[src/prs_pkg.sv]
// Shared constants, register indexes and types for the power rail supervisor.
`timescale 1ns / 1ps

package prs_pkg;

    // sample store and timing
    localparam int NUM_CHANNELS = 8;
    localparam int CH_W         = $clog2(NUM_CHANNELS);
    localparam int TICK_PERIOD  = 1000;
    localparam int TICK_W       = $clog2(TICK_PERIOD + 1);
    localparam int HB_DIV       = 500;
    localparam int HB_W         = $clog2(HB_DIV);
    localparam int BLINK_DIV    = 100;
    localparam int BLINK_W      = $clog2(BLINK_DIV);

    // channels that carry the rails
    localparam int MAIN_CH  = 0;
    localparam int AUX_CH   = 2;
    localparam int INPUT_CH = 4;

    // field widths
    localparam int SAMPLE_W = 12;
    localparam int GAIN_W   = 20;
    localparam int VOLT_W   = 16;
    localparam int TOL_W    = 16;
    localparam int CFG_W    = 20;
    localparam int CFG_IDX_W = 3;

    // 12 V in Q8.8
    localparam logic [11:0] NOMINAL_Q88 = 12'd3072;

    // configuration register indexes
    localparam logic [CFG_IDX_W-1:0] CFG_MAIN_GAIN    = 3'd0;
    localparam logic [CFG_IDX_W-1:0] CFG_AUX_GAIN     = 3'd1;
    localparam logic [CFG_IDX_W-1:0] CFG_INPUT_GAIN   = 3'd2;
    localparam logic [CFG_IDX_W-1:0] CFG_TOLERANCE    = 3'd3;
    localparam logic [CFG_IDX_W-1:0] CFG_INPUT_LOW    = 3'd4;
    localparam logic [CFG_IDX_W-1:0] CFG_INPUT_HIGH   = 3'd5;
    localparam logic [CFG_IDX_W-1:0] CFG_MAIN_ENABLED = 3'd6;

    // input kind
    localparam logic OP_ADC  = 1'b0;
    localparam logic OP_TICK = 1'b1;

    // LED bit positions
    localparam int LED_HB    = 0;
    localparam int LED_FAULT = 1;
    localparam int LED_MAIN  = 2;
    localparam int LED_AUX   = 3;

    // result word, last member in the lowest bits (matches m_tdata packing)
    typedef struct packed {
        logic [7:0] input_volts;
        logic [7:0] aux_volts;
        logic [7:0] main_volts;
        logic       input_flt;
        logic       aux_flt;
        logic       main_flt;
        logic       any_fault;
        logic       aux_led;
        logic       main_led;
        logic       fault_led;
        logic       heartbeat_led;
    } result_t;

endpackage

[src/power_rail_supervisor.sv]
// Power rail supervisor: sample store, rail scaling, window checks and LED/telemetry ticks.
`timescale 1ns / 1ps

// Usage:
//  s_* channel takes one word per event. s_tuser = 0 is an ADC conversion
//  (s_tdata holds the sample and the end-of-conversion flag, s_tlast marks end
//  of sequence, which rescales the rails); s_tuser = 1 is a millisecond tick.
//  Every accepted word yields exactly one result word on m_*: LED levels and
//  fault flags in m_tdata[7:0], whole-volt telemetry in m_tdata[31:8];
//  m_tuser is high on ticks that carry a telemetry frame.
//  Results leave from a result register. Throughput is one word per cycle while
//  the receiver keeps m_tready high, set by the single-pass scale/compare
//  datapath between the state registers and the result register.
//  A two-entry output stage (result register plus skid register) lets one more
//  word in while the receiver stalls; s_tready drops only when both are full.
//  Configuration is written through cfg_we/cfg_index/cfg_data; the user must
//  write it only while idle, which the block itself does not enforce. Synchronous
//  active-low reset loads the register defaults, clears the sample store,
//  channel index, voltages, tick counters and LEDs, and empties the output stage.
module power_rail_supervisor (
    input  logic        aclk,
    input  logic        aresetn,
    // configuration write port
    input  logic        cfg_we,
    input  logic [prs_pkg::CFG_IDX_W-1:0] cfg_index,
    input  logic [prs_pkg::CFG_W-1:0]     cfg_data,
    // input stream
    input  logic        s_tvalid,
    output logic        s_tready,
    input  logic [15:0] s_tdata,   // [11:0] adc_sample, [12] end_of_conversion, rest zero
    input  logic        s_tuser,   // op
    input  logic        s_tlast,   // end_of_sequence
    // result stream
    output logic        m_tvalid,
    input  logic        m_tready,
    output logic [31:0] m_tdata,   // heartbeat_led, fault_led, main_led, aux_led, any_fault,
                                   // main_flt, aux_flt, input_flt, main_volts[15:8],
                                   // aux_volts[23:16], input_volts[31:24]
    output logic        m_tuser    // telemetry_valid
);

    // configuration registers
    logic [prs_pkg::GAIN_W-1:0] main_gain_reg, aux_gain_reg, input_gain_reg;
    logic [prs_pkg::TOL_W-1:0]  tolerance_reg;
    logic [prs_pkg::VOLT_W-1:0] input_low_reg, input_high_reg;
    logic                       main_enabled_reg;

    // datapath state
    logic [prs_pkg::SAMPLE_W-1:0] store_reg [prs_pkg::NUM_CHANNELS];
    logic [prs_pkg::SAMPLE_W-1:0] store_next [prs_pkg::NUM_CHANNELS];
    logic [prs_pkg::CH_W-1:0]     chan_reg, chan_next;
    logic [prs_pkg::VOLT_W-1:0]   main_v_reg, main_v_next;
    logic [prs_pkg::VOLT_W-1:0]   aux_v_reg, aux_v_next;
    logic [prs_pkg::VOLT_W-1:0]   input_v_reg, input_v_next;
    logic [prs_pkg::TICK_W-1:0]   tick_reg, tick_next;
    logic [prs_pkg::HB_W-1:0]     hb_reg, hb_next;
    logic [prs_pkg::BLINK_W-1:0]  blink_reg, blink_next;
    logic [3:0]                   led_reg, led_next;

    // output stage
    prs_pkg::result_t out_reg, out_next, skid_reg, skid_next, res;
    logic             out_tele_reg, out_tele_next, skid_tele_reg, skid_tele_next, res_tele;
    logic             out_valid_reg, out_valid_next, skid_valid_reg, skid_valid_next;

    // input fields
    logic                         in_op, in_eoc, in_eos, accept;
    logic [prs_pkg::SAMPLE_W-1:0] in_sample;

    // window limits, v << 16 compared against 3072 * (65536 -/+ tol)
    logic [16:0] frac_lo, frac_hi;
    logic [31:0] lim_lo, lim_hi;
    logic        mf, af, inf, anyf;

    // tick bookkeeping
    logic [prs_pkg::TICK_W-1:0]  tick_eff;
    logic [prs_pkg::HB_W-1:0]    hb_eff;
    logic [prs_pkg::BLINK_W-1:0] blink_eff;
    logic                        wrap, hb_hit, blink_hit;

    assign in_op     = s_tuser;
    assign in_sample = s_tdata[11:0];
    assign in_eoc    = s_tdata[12];
    assign in_eos    = s_tlast;

    assign s_tready = !skid_valid_reg;
    assign accept   = s_tvalid && s_tready;

    assign m_tvalid = out_valid_reg;
    assign m_tdata  = out_reg;
    assign m_tuser  = out_tele_reg;

    assign frac_lo = 17'h10000 - {1'b0, tolerance_reg};
    assign frac_hi = 17'h10000 + {1'b0, tolerance_reg};
    assign lim_lo  = 32'(frac_lo) * 32'(prs_pkg::NOMINAL_Q88);
    assign lim_hi  = 32'(frac_hi) * 32'(prs_pkg::NOMINAL_Q88);

    function automatic logic [prs_pkg::VOLT_W-1:0] scale(
        input logic [prs_pkg::SAMPLE_W-1:0] sample,
        input logic [prs_pkg::GAIN_W-1:0]   gain
    );
        logic [31:0] prod;
        prod = 32'(sample) * 32'(gain);
        return prod[31:16];
    endfunction

    // ADC side: store, then rescale (a stored sample is visible to the rescale)
    always_comb begin
        store_next   = store_reg;
        chan_next    = chan_reg;
        main_v_next  = main_v_reg;
        aux_v_next   = aux_v_reg;
        input_v_next = input_v_reg;
        if (accept && in_op == prs_pkg::OP_ADC) begin
            if (in_eoc) begin
                store_next[chan_reg] = in_sample;
                if (chan_reg == prs_pkg::CH_W'(prs_pkg::NUM_CHANNELS - 1)) begin
                    chan_next = '0;
                end else begin
                    chan_next = chan_reg + 1'b1;
                end
            end
            if (in_eos) begin
                main_v_next  = scale(store_next[prs_pkg::MAIN_CH], main_gain_reg);
                aux_v_next   = scale(store_next[prs_pkg::AUX_CH], aux_gain_reg);
                input_v_next = scale(store_next[prs_pkg::INPUT_CH], input_gain_reg);
                chan_next    = '0;
            end
        end
    end

    // faults from the voltages as they stand after this word
    always_comb begin
        mf = (main_enabled_reg && ({main_v_next, 16'h0} < lim_lo))
             || ({main_v_next, 16'h0} > lim_hi);
        af = ({aux_v_next, 16'h0} < lim_lo) || ({aux_v_next, 16'h0} > lim_hi);
        inf = (input_v_next > input_high_reg) || (input_v_next < input_low_reg);
        anyf = mf || af || inf;
    end

    // tick side; phase counters track tick % 500 and tick % 100
    always_comb begin
        wrap      = tick_reg >= prs_pkg::TICK_W'(prs_pkg::TICK_PERIOD);
        tick_eff  = wrap ? '0 : tick_reg;
        hb_eff    = wrap ? '0 : hb_reg;
        blink_eff = wrap ? '0 : blink_reg;
        hb_hit    = hb_eff == '0;
        blink_hit = blink_eff == '0;
        tick_next  = tick_reg;
        hb_next    = hb_reg;
        blink_next = blink_reg;
        led_next   = led_reg;
        res_tele   = 1'b0;
        if (accept && in_op == prs_pkg::OP_TICK) begin
            if (hb_hit) begin
                led_next[prs_pkg::LED_HB] = !led_next[prs_pkg::LED_HB];
            end
            if (blink_hit) begin
                if (anyf) begin
                    led_next[prs_pkg::LED_FAULT] = !led_next[prs_pkg::LED_FAULT];
                    if (mf) begin
                        led_next[prs_pkg::LED_MAIN] = !led_next[prs_pkg::LED_MAIN];
                    end
                    if (af) begin
                        led_next[prs_pkg::LED_AUX] = !led_next[prs_pkg::LED_AUX];
                    end
                end else begin
                    led_next[prs_pkg::LED_FAULT] = 1'b0;
                end
                res_tele = 1'b1;
            end
            if (!mf) begin
                led_next[prs_pkg::LED_MAIN] = 1'b0;
            end
            if (!af) begin
                led_next[prs_pkg::LED_AUX] = 1'b1;
            end
            tick_next = tick_eff + 1'b1;
            if (hb_eff == prs_pkg::HB_W'(prs_pkg::HB_DIV - 1)) begin
                hb_next = '0;
            end else begin
                hb_next = hb_eff + 1'b1;
            end
            if (blink_eff == prs_pkg::BLINK_W'(prs_pkg::BLINK_DIV - 1)) begin
                blink_next = '0;
            end else begin
                blink_next = blink_eff + 1'b1;
            end
        end
    end

    // result word
    always_comb begin
        res.heartbeat_led = led_next[prs_pkg::LED_HB];
        res.fault_led     = led_next[prs_pkg::LED_FAULT];
        res.main_led      = led_next[prs_pkg::LED_MAIN];
        res.aux_led       = led_next[prs_pkg::LED_AUX];
        res.any_fault     = anyf;
        res.main_flt      = mf;
        res.aux_flt       = af;
        res.input_flt     = inf;
        res.main_volts    = res_tele ? main_v_next[15:8] : 8'h0;
        res.aux_volts     = res_tele ? aux_v_next[15:8] : 8'h0;
        res.input_volts   = res_tele ? input_v_next[15:8] : 8'h0;
    end

    // output register plus skid
    always_comb begin
        out_next        = out_reg;
        out_tele_next   = out_tele_reg;
        out_valid_next  = out_valid_reg;
        skid_next       = skid_reg;
        skid_tele_next  = skid_tele_reg;
        skid_valid_next = skid_valid_reg;
        if (out_valid_reg && !m_tready) begin
            if (accept) begin
                skid_next       = res;
                skid_tele_next  = res_tele;
                skid_valid_next = 1'b1;
            end
        end else if (skid_valid_reg) begin
            out_next        = skid_reg;
            out_tele_next   = skid_tele_reg;
            out_valid_next  = 1'b1;
            skid_valid_next = 1'b0;
        end else begin
            out_next       = res;
            out_tele_next  = res_tele;
            out_valid_next = accept;
        end
    end

    always_ff @(posedge aclk) begin
        if (!aresetn) begin
            main_gain_reg    <= 20'd88080;
            aux_gain_reg     <= 20'd88080;
            input_gain_reg   <= 20'd507900;
            tolerance_reg    <= 16'd6554;
            input_low_reg    <= 16'd9984;
            input_high_reg   <= 16'd11520;
            main_enabled_reg <= 1'b0;
        end else if (cfg_we) begin
            case (cfg_index)
                prs_pkg::CFG_MAIN_GAIN:    main_gain_reg    <= cfg_data;
                prs_pkg::CFG_AUX_GAIN:     aux_gain_reg     <= cfg_data;
                prs_pkg::CFG_INPUT_GAIN:   input_gain_reg   <= cfg_data;
                prs_pkg::CFG_TOLERANCE:    tolerance_reg    <= cfg_data[15:0];
                prs_pkg::CFG_INPUT_LOW:    input_low_reg    <= cfg_data[15:0];
                prs_pkg::CFG_INPUT_HIGH:   input_high_reg   <= cfg_data[15:0];
                prs_pkg::CFG_MAIN_ENABLED: main_enabled_reg <= cfg_data[0];
                default: ;
            endcase
        end
    end

    always_ff @(posedge aclk) begin
        if (!aresetn) begin
            for (int i = 0; i < prs_pkg::NUM_CHANNELS; i++) begin
                store_reg[i] <= '0;
            end
            chan_reg       <= '0;
            main_v_reg     <= '0;
            aux_v_reg      <= '0;
            input_v_reg    <= '0;
            tick_reg       <= '0;
            hb_reg         <= '0;
            blink_reg      <= '0;
            led_reg        <= '0;
            out_valid_reg  <= 1'b0;
            skid_valid_reg <= 1'b0;
        end else begin
            store_reg      <= store_next;
            chan_reg       <= chan_next;
            main_v_reg     <= main_v_next;
            aux_v_reg      <= aux_v_next;
            input_v_reg    <= input_v_next;
            tick_reg       <= tick_next;
            hb_reg         <= hb_next;
            blink_reg      <= blink_next;
            led_reg        <= led_next;
            out_valid_reg  <= out_valid_next;
            skid_valid_reg <= skid_valid_next;
        end
    end

    // payload, no reset
    always_ff @(posedge aclk) begin
        out_reg       <= out_next;
        out_tele_reg  <= out_tele_next;
        skid_reg      <= skid_next;
        skid_tele_reg <= skid_tele_next;
    end

endmodule

[config.mk]
export PLATFORM = sky130hd
export DESIGN_NAME = power_rail_supervisor
export DESIGN_NICKNAME = d
export VERILOG_FILES = /design/src/prs_pkg.sv /design/src/power_rail_supervisor.sv
export SDC_FILE = /design/constraint.sdc
export NUM_CORES = 2
export LEC_CHECK = 0
export BUFFER_PORTS_ARGS = -buffer_cell sky130_fd_sc_hd__clkbuf_2
export CELL_PAD_IN_SITES_DETAIL_PLACEMENT = 2
export CELL_PAD_IN_SITES_GLOBAL_PLACEMENT = 2
export CORE_MARGIN = 1
export CORE_UTILIZATION = 42
export CTS_BUF_LIST = sky130_fd_sc_hd__clkbuf_8
export CTS_CLUSTER_DIAMETER = 40
export DETAILED_ROUTE_END_ITERATION = 10
export GPL_TIMING_DRIVEN = 0
export PLACE_DENSITY = 0.85
export SLEW_MARGIN = 20
export SYNTH_ARGS = -nofsm -noshare
export SYNTH_HDL_FRONTEND = slang
export SYNTH_SLANG_ARGS = --single-unit
[constraint.sdc]
create_clock -name aclk -period 11.7 [get_ports aclk]
set_clock_uncertainty 0.2 [all_clocks]
set_input_delay 1.755 -clock aclk [delete_from_list [all_inputs] [get_ports aclk]]
set_output_delay 1.755 -clock aclk [all_outputs]
set_load 0.005 [all_outputs]
---- Word level (Yosys, flattened, before mapping) ----
Index checks and enable logic that the tools add are counted.
operators by class
  add/sub/neg operators ................... 6
  multiply operators ...................... 5
  divide/modulo/power cells ............... 0
  order comparisons ....................... 9
  equal/unequal tests ..................... 10
  shift-type cells ........................ 0
  muxes and demuxes ....................... 36
  bitwise operators ....................... 2
  reductions and logical operators ........ 32
operators by type and width
  kind                                                                  number
  96-bit two-way mux                                                    2
  96-bit bitwise mux                                                    1
  12-bit by 20-bit multiplier with 32-bit output                        3
  16-bit two-way mux                                                    6
  32-bit by 29-bit greater-than comparator with 1-bit output            2
  32-bit by 29-bit less-than comparator with 1-bit output               2
  17-bit by 2-bit multiplier with 19-bit output, second input constant  2
  12-bit demux with 3-bit select                                        1
  32-bit two-way mux                                                    1
  8-bit two-way mux                                                     3
  2-bit AND reduction                                                   11
  9-bit two-way mux                                                     2
  17-bit by 16-bit adder with 17-bit output, first input constant       1
  17-bit by 16-bit subtractor with 17-bit output, first input constant  1
  16-bit greater-than comparator                                        1
  16-bit less-than comparator                                           1
  7-bit two-way mux                                                     2
  3-bit equality test, second input constant                            4
  12-bit two-way mux                                                    1
  3-bit two-way mux                                                     4
  10-bit by 1-bit adder with 10-bit output, second input constant       1
  10-bit >= comparator, second input constant                           1
  1-bit two-way mux                                                     10
  10-bit two-way mux                                                    1
  21 further kinds                                                      36
word-level totals
  register bits after elaboration ......... 354
  latch bits .............................. 0
  memory bits (writable) .................. 0
  memory bits (read-only) ................. 0
  output and inout port bits .............. 35
  logic and storage cells ................. 149
  memories ................................ 0

---- Depth between registers and ports, before layout ----
  word-level depth ........................ 21
  depth in mapped cells ................... 39

---- Worst setup path before layout ----
No wires, ideal clock.
  path kind ............................... input-to-reg
  start point ............................. input port s_tdata[12]
  end point ............................... register skid_reg[4] (netlist bit), data pin
  setup time .............................. 0.265 ns
  arrival time ............................ 9.780 ns
  required time ........................... 11.235 ns
  path slack .............................. 1.454 ns
  stages on the path ...................... 34
  buffers on the path ..................... 3
  path through ............................ nor4b_4 > clkbuf_1 > mux2_2 > clkbuf_1 > and2_1 > fa_1 > inv_1 > fa_1 > inv_1 > fa_1 > fa_1 > fa_1 > ha_1 > or4bb_1 > nor3_1 > a41oi_2 > a31o_2 > o311a_4 > o21bai_1 > a21oi_1 > xnor2_1 > mux2i_1 > inv_1 > ha_1 > nand4_1 > nor4_1 > nand2_1 > a32oi_1 > o21ai_0 > nor3b_1 > and3_1 > buf_6 > inv_2 > or3_1
between the ends
  longest elaborated chain between the ends .. 10
  elaborated cells between the ends (all ways) .. 23
  classes of those cells .................. mul: 3; order compare: 6; mux: 8; reduce/logical: 6
ends and longest elaborated chain
  item                                                     RTL line                      text
  from (decl)                                              power_rail_supervisor.sv:30   input logic [15:0] s_tdata,
  96-bit two-way mux (*)                                   power_rail_supervisor.sv:114  if (in_eoc) begin
  96-bit two-way mux (*)                                   power_rail_supervisor.sv:113  if (accept && in_op == prs_pkg::OP_ADC) begin
  12-bit by 20-bit multiplier with 32-bit output (*)       power_rail_supervisor.sv:102  prod = 32'(sample) * 32'(gain);
  16-bit two-way mux (*)                                   power_rail_supervisor.sv:122  if (in_eos) begin
  16-bit two-way mux (*)                                   power_rail_supervisor.sv:113
  net main_v_next (one bit)                                power_rail_supervisor.sv:52   logic [prs_pkg::VOLT_W-1:0] main_v_reg, main_v_next;
  32-bit by 29-bit less-than comparator with 1-bit output  power_rail_supervisor.sv:133  mf = (main_enabled_reg && ({main_v_next, 16'h0} < lim_lo))
  1-bit logical AND                                        power_rail_supervisor.sv:133
  1-bit logical OR (*)                                     power_rail_supervisor.sv:134  || ({main_v_next, 16'h0} > lim_hi);
  net mf                                                   power_rail_supervisor.sv:72   logic mf, af, inf, anyf;
  1-bit logical OR (*) (2 in a row)                        power_rail_supervisor.sv:137  anyf = mf || af || inf;
  net anyf                                                 power_rail_supervisor.sv:72
  to (signal assigned)                                     power_rail_supervisor.sv:289  skid_reg <= skid_next;
  to (decl)                                                power_rail_supervisor.sv:61   prs_pkg::result_t out_reg, out_next, skid_reg, skid_next, res;
Mark *: on every way through the listed nets, which the timed path passes. The rest lies on a longest branch. The select of a mux whose other input is x is not followed.
A chain may end at the register's enable or synchronous reset.

---- Worst setup path in the final report ----
  start point ............................. input port s_tdata[12]
  end point ............................... register out_reg, in the netlist m_tdata[4], data pin
between the ends
  elaborated cells between the ends (all ways) .. 24
  classes of those cells .................. mul: 3; order compare: 6; mux: 9; reduce/logical: 6
RTL lines
  item                                                                           RTL line                      text
  96-bit two-way mux (*)                                                         power_rail_supervisor.sv:114
  96-bit two-way mux (*)                                                         power_rail_supervisor.sv:113
  12-bit by 20-bit multiplier with 32-bit output (*)                             power_rail_supervisor.sv:102
  16-bit two-way mux (*)                                                         power_rail_supervisor.sv:122
  16-bit two-way mux (*)                                                         power_rail_supervisor.sv:113
  net input_v_next (one bit)                                                     power_rail_supervisor.sv:54   logic [prs_pkg::VOLT_W-1:0] input_v_reg, input_v_next;
  16-bit greater-than comparator or 16-bit less-than comparator (tied branches)  power_rail_supervisor.sv:136  inf = (input_v_next > input_high_reg) || (input_v_next < input_low_reg);
  1-bit logical OR (*)                                                           power_rail_supervisor.sv:136
  net inf                                                                        power_rail_supervisor.sv:72
  1-bit logical OR (*)                                                           power_rail_supervisor.sv:137
  32-bit two-way mux (*)                                                         power_rail_supervisor.sv:220  end else if (skid_valid_reg) begin
  to (signal assigned)                                                           power_rail_supervisor.sv:287  out_reg <= out_next;
  to (decl)                                                                      power_rail_supervisor.sv:61
Marks and branches as above.

==> impl_metrics.ini <==
[clock_tree]
cts_tree = built
cts.path.max_buffers = 3
numCtsBuffers = 66
cts-root-buf = clkbuf_8
cts_htree_levels = 3
clock_sinks = 294
ctsHoldBuffers = 0
clk_latency_ps = 710
clkTransAtPathRegs_ps = 70

[final_layout]
area_growth_pct = 9.591
layout.nets = 5354
layout-drive-gt1-share = 0.06734
final_cells = 5650
largest_reg_flops = 36

[setup_path]
setup.worst_path.start = s_tdata[12]
worst-path-buf-inv = 8
crit-reg2reg-launch = chan_reg[0]
cp-end-kind = flip-flop
path_depth = 37
crit_path_max_fanout = 10
crit_family = adder cells
regToRegEndpoint = m_tdata[4]
crit_top_cell = fa_1
cpPeakStageDelay_ps = 590
worstPathArrival_ps = 11720
required_ps = 11910
r2r_cells = 35
critPathLaunchType = input pin
critPathKind = in -> reg
crit_path_top_delay_cell = clkbuf_1
endpoint = m_tdata[4]
reg2reg_slack_ps = 930

[power_and_ir_drop]
ir_drop_v = 0.00009601
p_leak_uw = 0.01941
power_uw = 5406
p_per_area_mw_per_mm2 = 133.3

[synthesis]
synth.top_cell.area_share = 0.2915
ys_async_sr_fraction = 0
synth_top_flop_cell = dfxtp_1
yosysSeqAreaShare = 0.1769
syn_nets = 5202
synth_area_leaders = fa_1, dfxtp_1, ha_1
ys_ff_latch = 294
syn_inst = 4279
ys_types = 81
synth_edf_count = 66
yosysWarnings = 0
netlist_area_mm2 = 0.03701
synth_top_area_cell = fa_1
syn_avg_cell_area_um2 = 8.649

[drt]
drt_pass1_iterations = 7
drt_iter0_markers = 2342
viasPerCell = 5.957
wl_per_cell_um = 30.46
drc = 0
routed_wl_mm = 172.1
vias = 33660
postRouteAntennaNets = 0

[placement]
dp_hpwl_mm = 117.1
place_ws_ps = -1570
place_congestion = 0.8925
port_buffers = 75
dp_cells = 5513

[grt]
grt_usage = 0.3849
grt_pass1_wl_mm = 256.3
grt_overflow = 0
grt_max_degree = 24
antenna_found_initial = 16
grt_pass1_vias = 39600

[floorplan]
dieArea_mm2 = 0.08931
fp-row-count = 108
die_h_um = 298.9
core_mm2 = 0.08702
die_w_um = 298.9
start_util = 0.4253
io_pins = 81

[timing]
setup_slack_ps = 189.7
hold_viol_final = 0
final_max_slew_viol_count = 0
finalCritPeriodShare = 0.9838
worst_pin_slew_ps = 1197
setup_violations = 0
fmax_mhz = 86.88
fin_crit_ps = 11510
maxSlewHeadroom = 0.2020

[min_path]
hold_path_class = reg -> reg
min_from = hb_reg[1]

[flow_run]
cap_violations = 0

[outcome]
status = completed
## cell usage in the layout, fill, tap and decap left out, types with 9 or more instances in the layout
master,instances
a21boi_0,79
a21o_1,68
a21oi_1,89
a31oi_1,15
and2_1,294
and3_1,17
buf_1,9
buf_4,10
clkbuf_1,174
clkbuf_2,102
clkbuf_8,76
clkinv_2,11
dfxtp_1,228
diode_2,10
edfxtp_1,66
fa_1,539
ha_1,338
inv_1,702
mux2_2,42
mux2i_1,10
nand2_1,832
nand2b_1,14
nand3_1,84
nand4_1,25
nor2_1,144
nor2b_1,43
nor3_1,25
nor3b_1,38
o211a_1,10
o211ai_1,24
o21a_1,15
o21ai_0,95
o21ai_1,13
or3_1,11
xnor2_1,59
xor2_1,30
## Yosys cell counts (all sizes together) (9+ instances only)
| cell | instances |
|---|---|
| o211a | 10 |
| a21boi | 79 |
| and2 | 294 |
| nor2 | 144 |
| buf | 9 |
| edfxtp | 66 |
| nand2 | 832 |
| and3 | 17 |
| ha | 338 |
| xor2 | 31 |
| a21oi | 90 |
| or3 | 11 |
| fa | 539 |
| o211ai | 24 |
| nand4 | 25 |
| clkbuf | 205 |
| a31oi | 15 |
| a21o | 68 |
| inv | 692 |
| o21ai | 110 |
| nor3b | 39 |
| xnor2 | 59 |
| nand3 | 84 |
| nand2b | 15 |
| mux2 | 42 |
| dfxtp | 228 |
| nor3 | 30 |
| mux2i | 12 |
| nor2b | 43 |
| o21a | 15 |
## metal layers
| metal | vias to the layer above | routed length (µm) | global-route usage | share of wire |
|---|---|---|---|---|
| met5 | - | 87 | 0 | 0.00051 |
| met4 | 14 | 14430 | 0.2777 | 0.084 |
| met3 | 780 | 11720 | 0.07837 | 0.068 |
| met2 | 1709 | 84240 | 0.6610 | 0.49 |
| met1 | 17410 | 61600 | 0.4230 | 0.36 |
| li1 | 13750 | - | - | - |
## cell families (layout without fill, tap and decap cells)
kind of cell / Yosys count / in the layout / synth area share
simple gates: 1574 / 1574 / 0.2001
mux: 54 / 54 / 0.01602
xor+xnor: 90 / 90 / 0.02130
flops: 294 / 294 / 0.1769
other cells: 0 / 10 / 0
compound gates: 483 / 483 / 0.08766
buf+inv: 907 / 1113 / 0.09219
fa+ha+maj: 877 / 877 / 0.4058
## cell type report
class,count,area (µm²)
Sequential cell,294,6546
Timing Repair Buffer,85,470.5
Inverter,693,2601
Tap cell,1155,1445
Clock inverter,46,397.9
Fill cell,9606,46460
Buffer,213,845.8
Multi-Input combinational cell,3078,27180
Clock buffer,76,1046
Antenna cell,10,25.02
## where the power goes
part           switching [µW]  internal [µW]
registers                36.7           1090
logic                    1930           1000
clock network             638            707
## worst min-delay path by stage
| stage | to | slack [ps] | cells after the start |
|---|---|---|---|
| 2_1_floorplan | tick_reg[1] | 240 | 2 |
| 3_3_place_gp | input_high_reg[4] | 250 | 2 |
| 4_1_cts | input_low_reg[4] | 280 | 2 |
| 6_report | hb_reg[1] | 300 | 2 |
| 5_1_grt | input_high_reg[7] | 310 | 2 |
| 3_5_place_dp | input_high_reg[3] | 260 | 2 |
## metrics by stage
stage / instance area [µm²] / hold slack [ps] / TNS [ps] / utilization
finish: 40560 / 298.9 / 0 / 0.4661
global route: 40550 / 308.8 / -1.204 / 0.4659
global placement: 38830 / 249.4 / -10580 / 0.4462
floorplan: 37010 / 238.8 / 0 / -
detailed placement: 38900 / 261.8 / -17830 / 0.4470
CTS: 40430 / 275.9 / 0 / 0.4646
## tightest hold or removal path: cells and delay by family, from the launching register on
kind / cells / cell delay (ps)
AOI/OAI and AO/OA: 1 / 70
DFF: 1 / 310
and+or+nand+nor: 1 / 60
## repair_timing
action / 4_1_cts / 5_1_grt
pin swaps: 1 / 1
resized for setup: 25 / 54
setup endpoints to repair: 17 / 15
buffers inserted: 3 / 3
endpoints found under the hold margin: 0 / 0
Note: power is estimated with default switching activity, not from simulation.
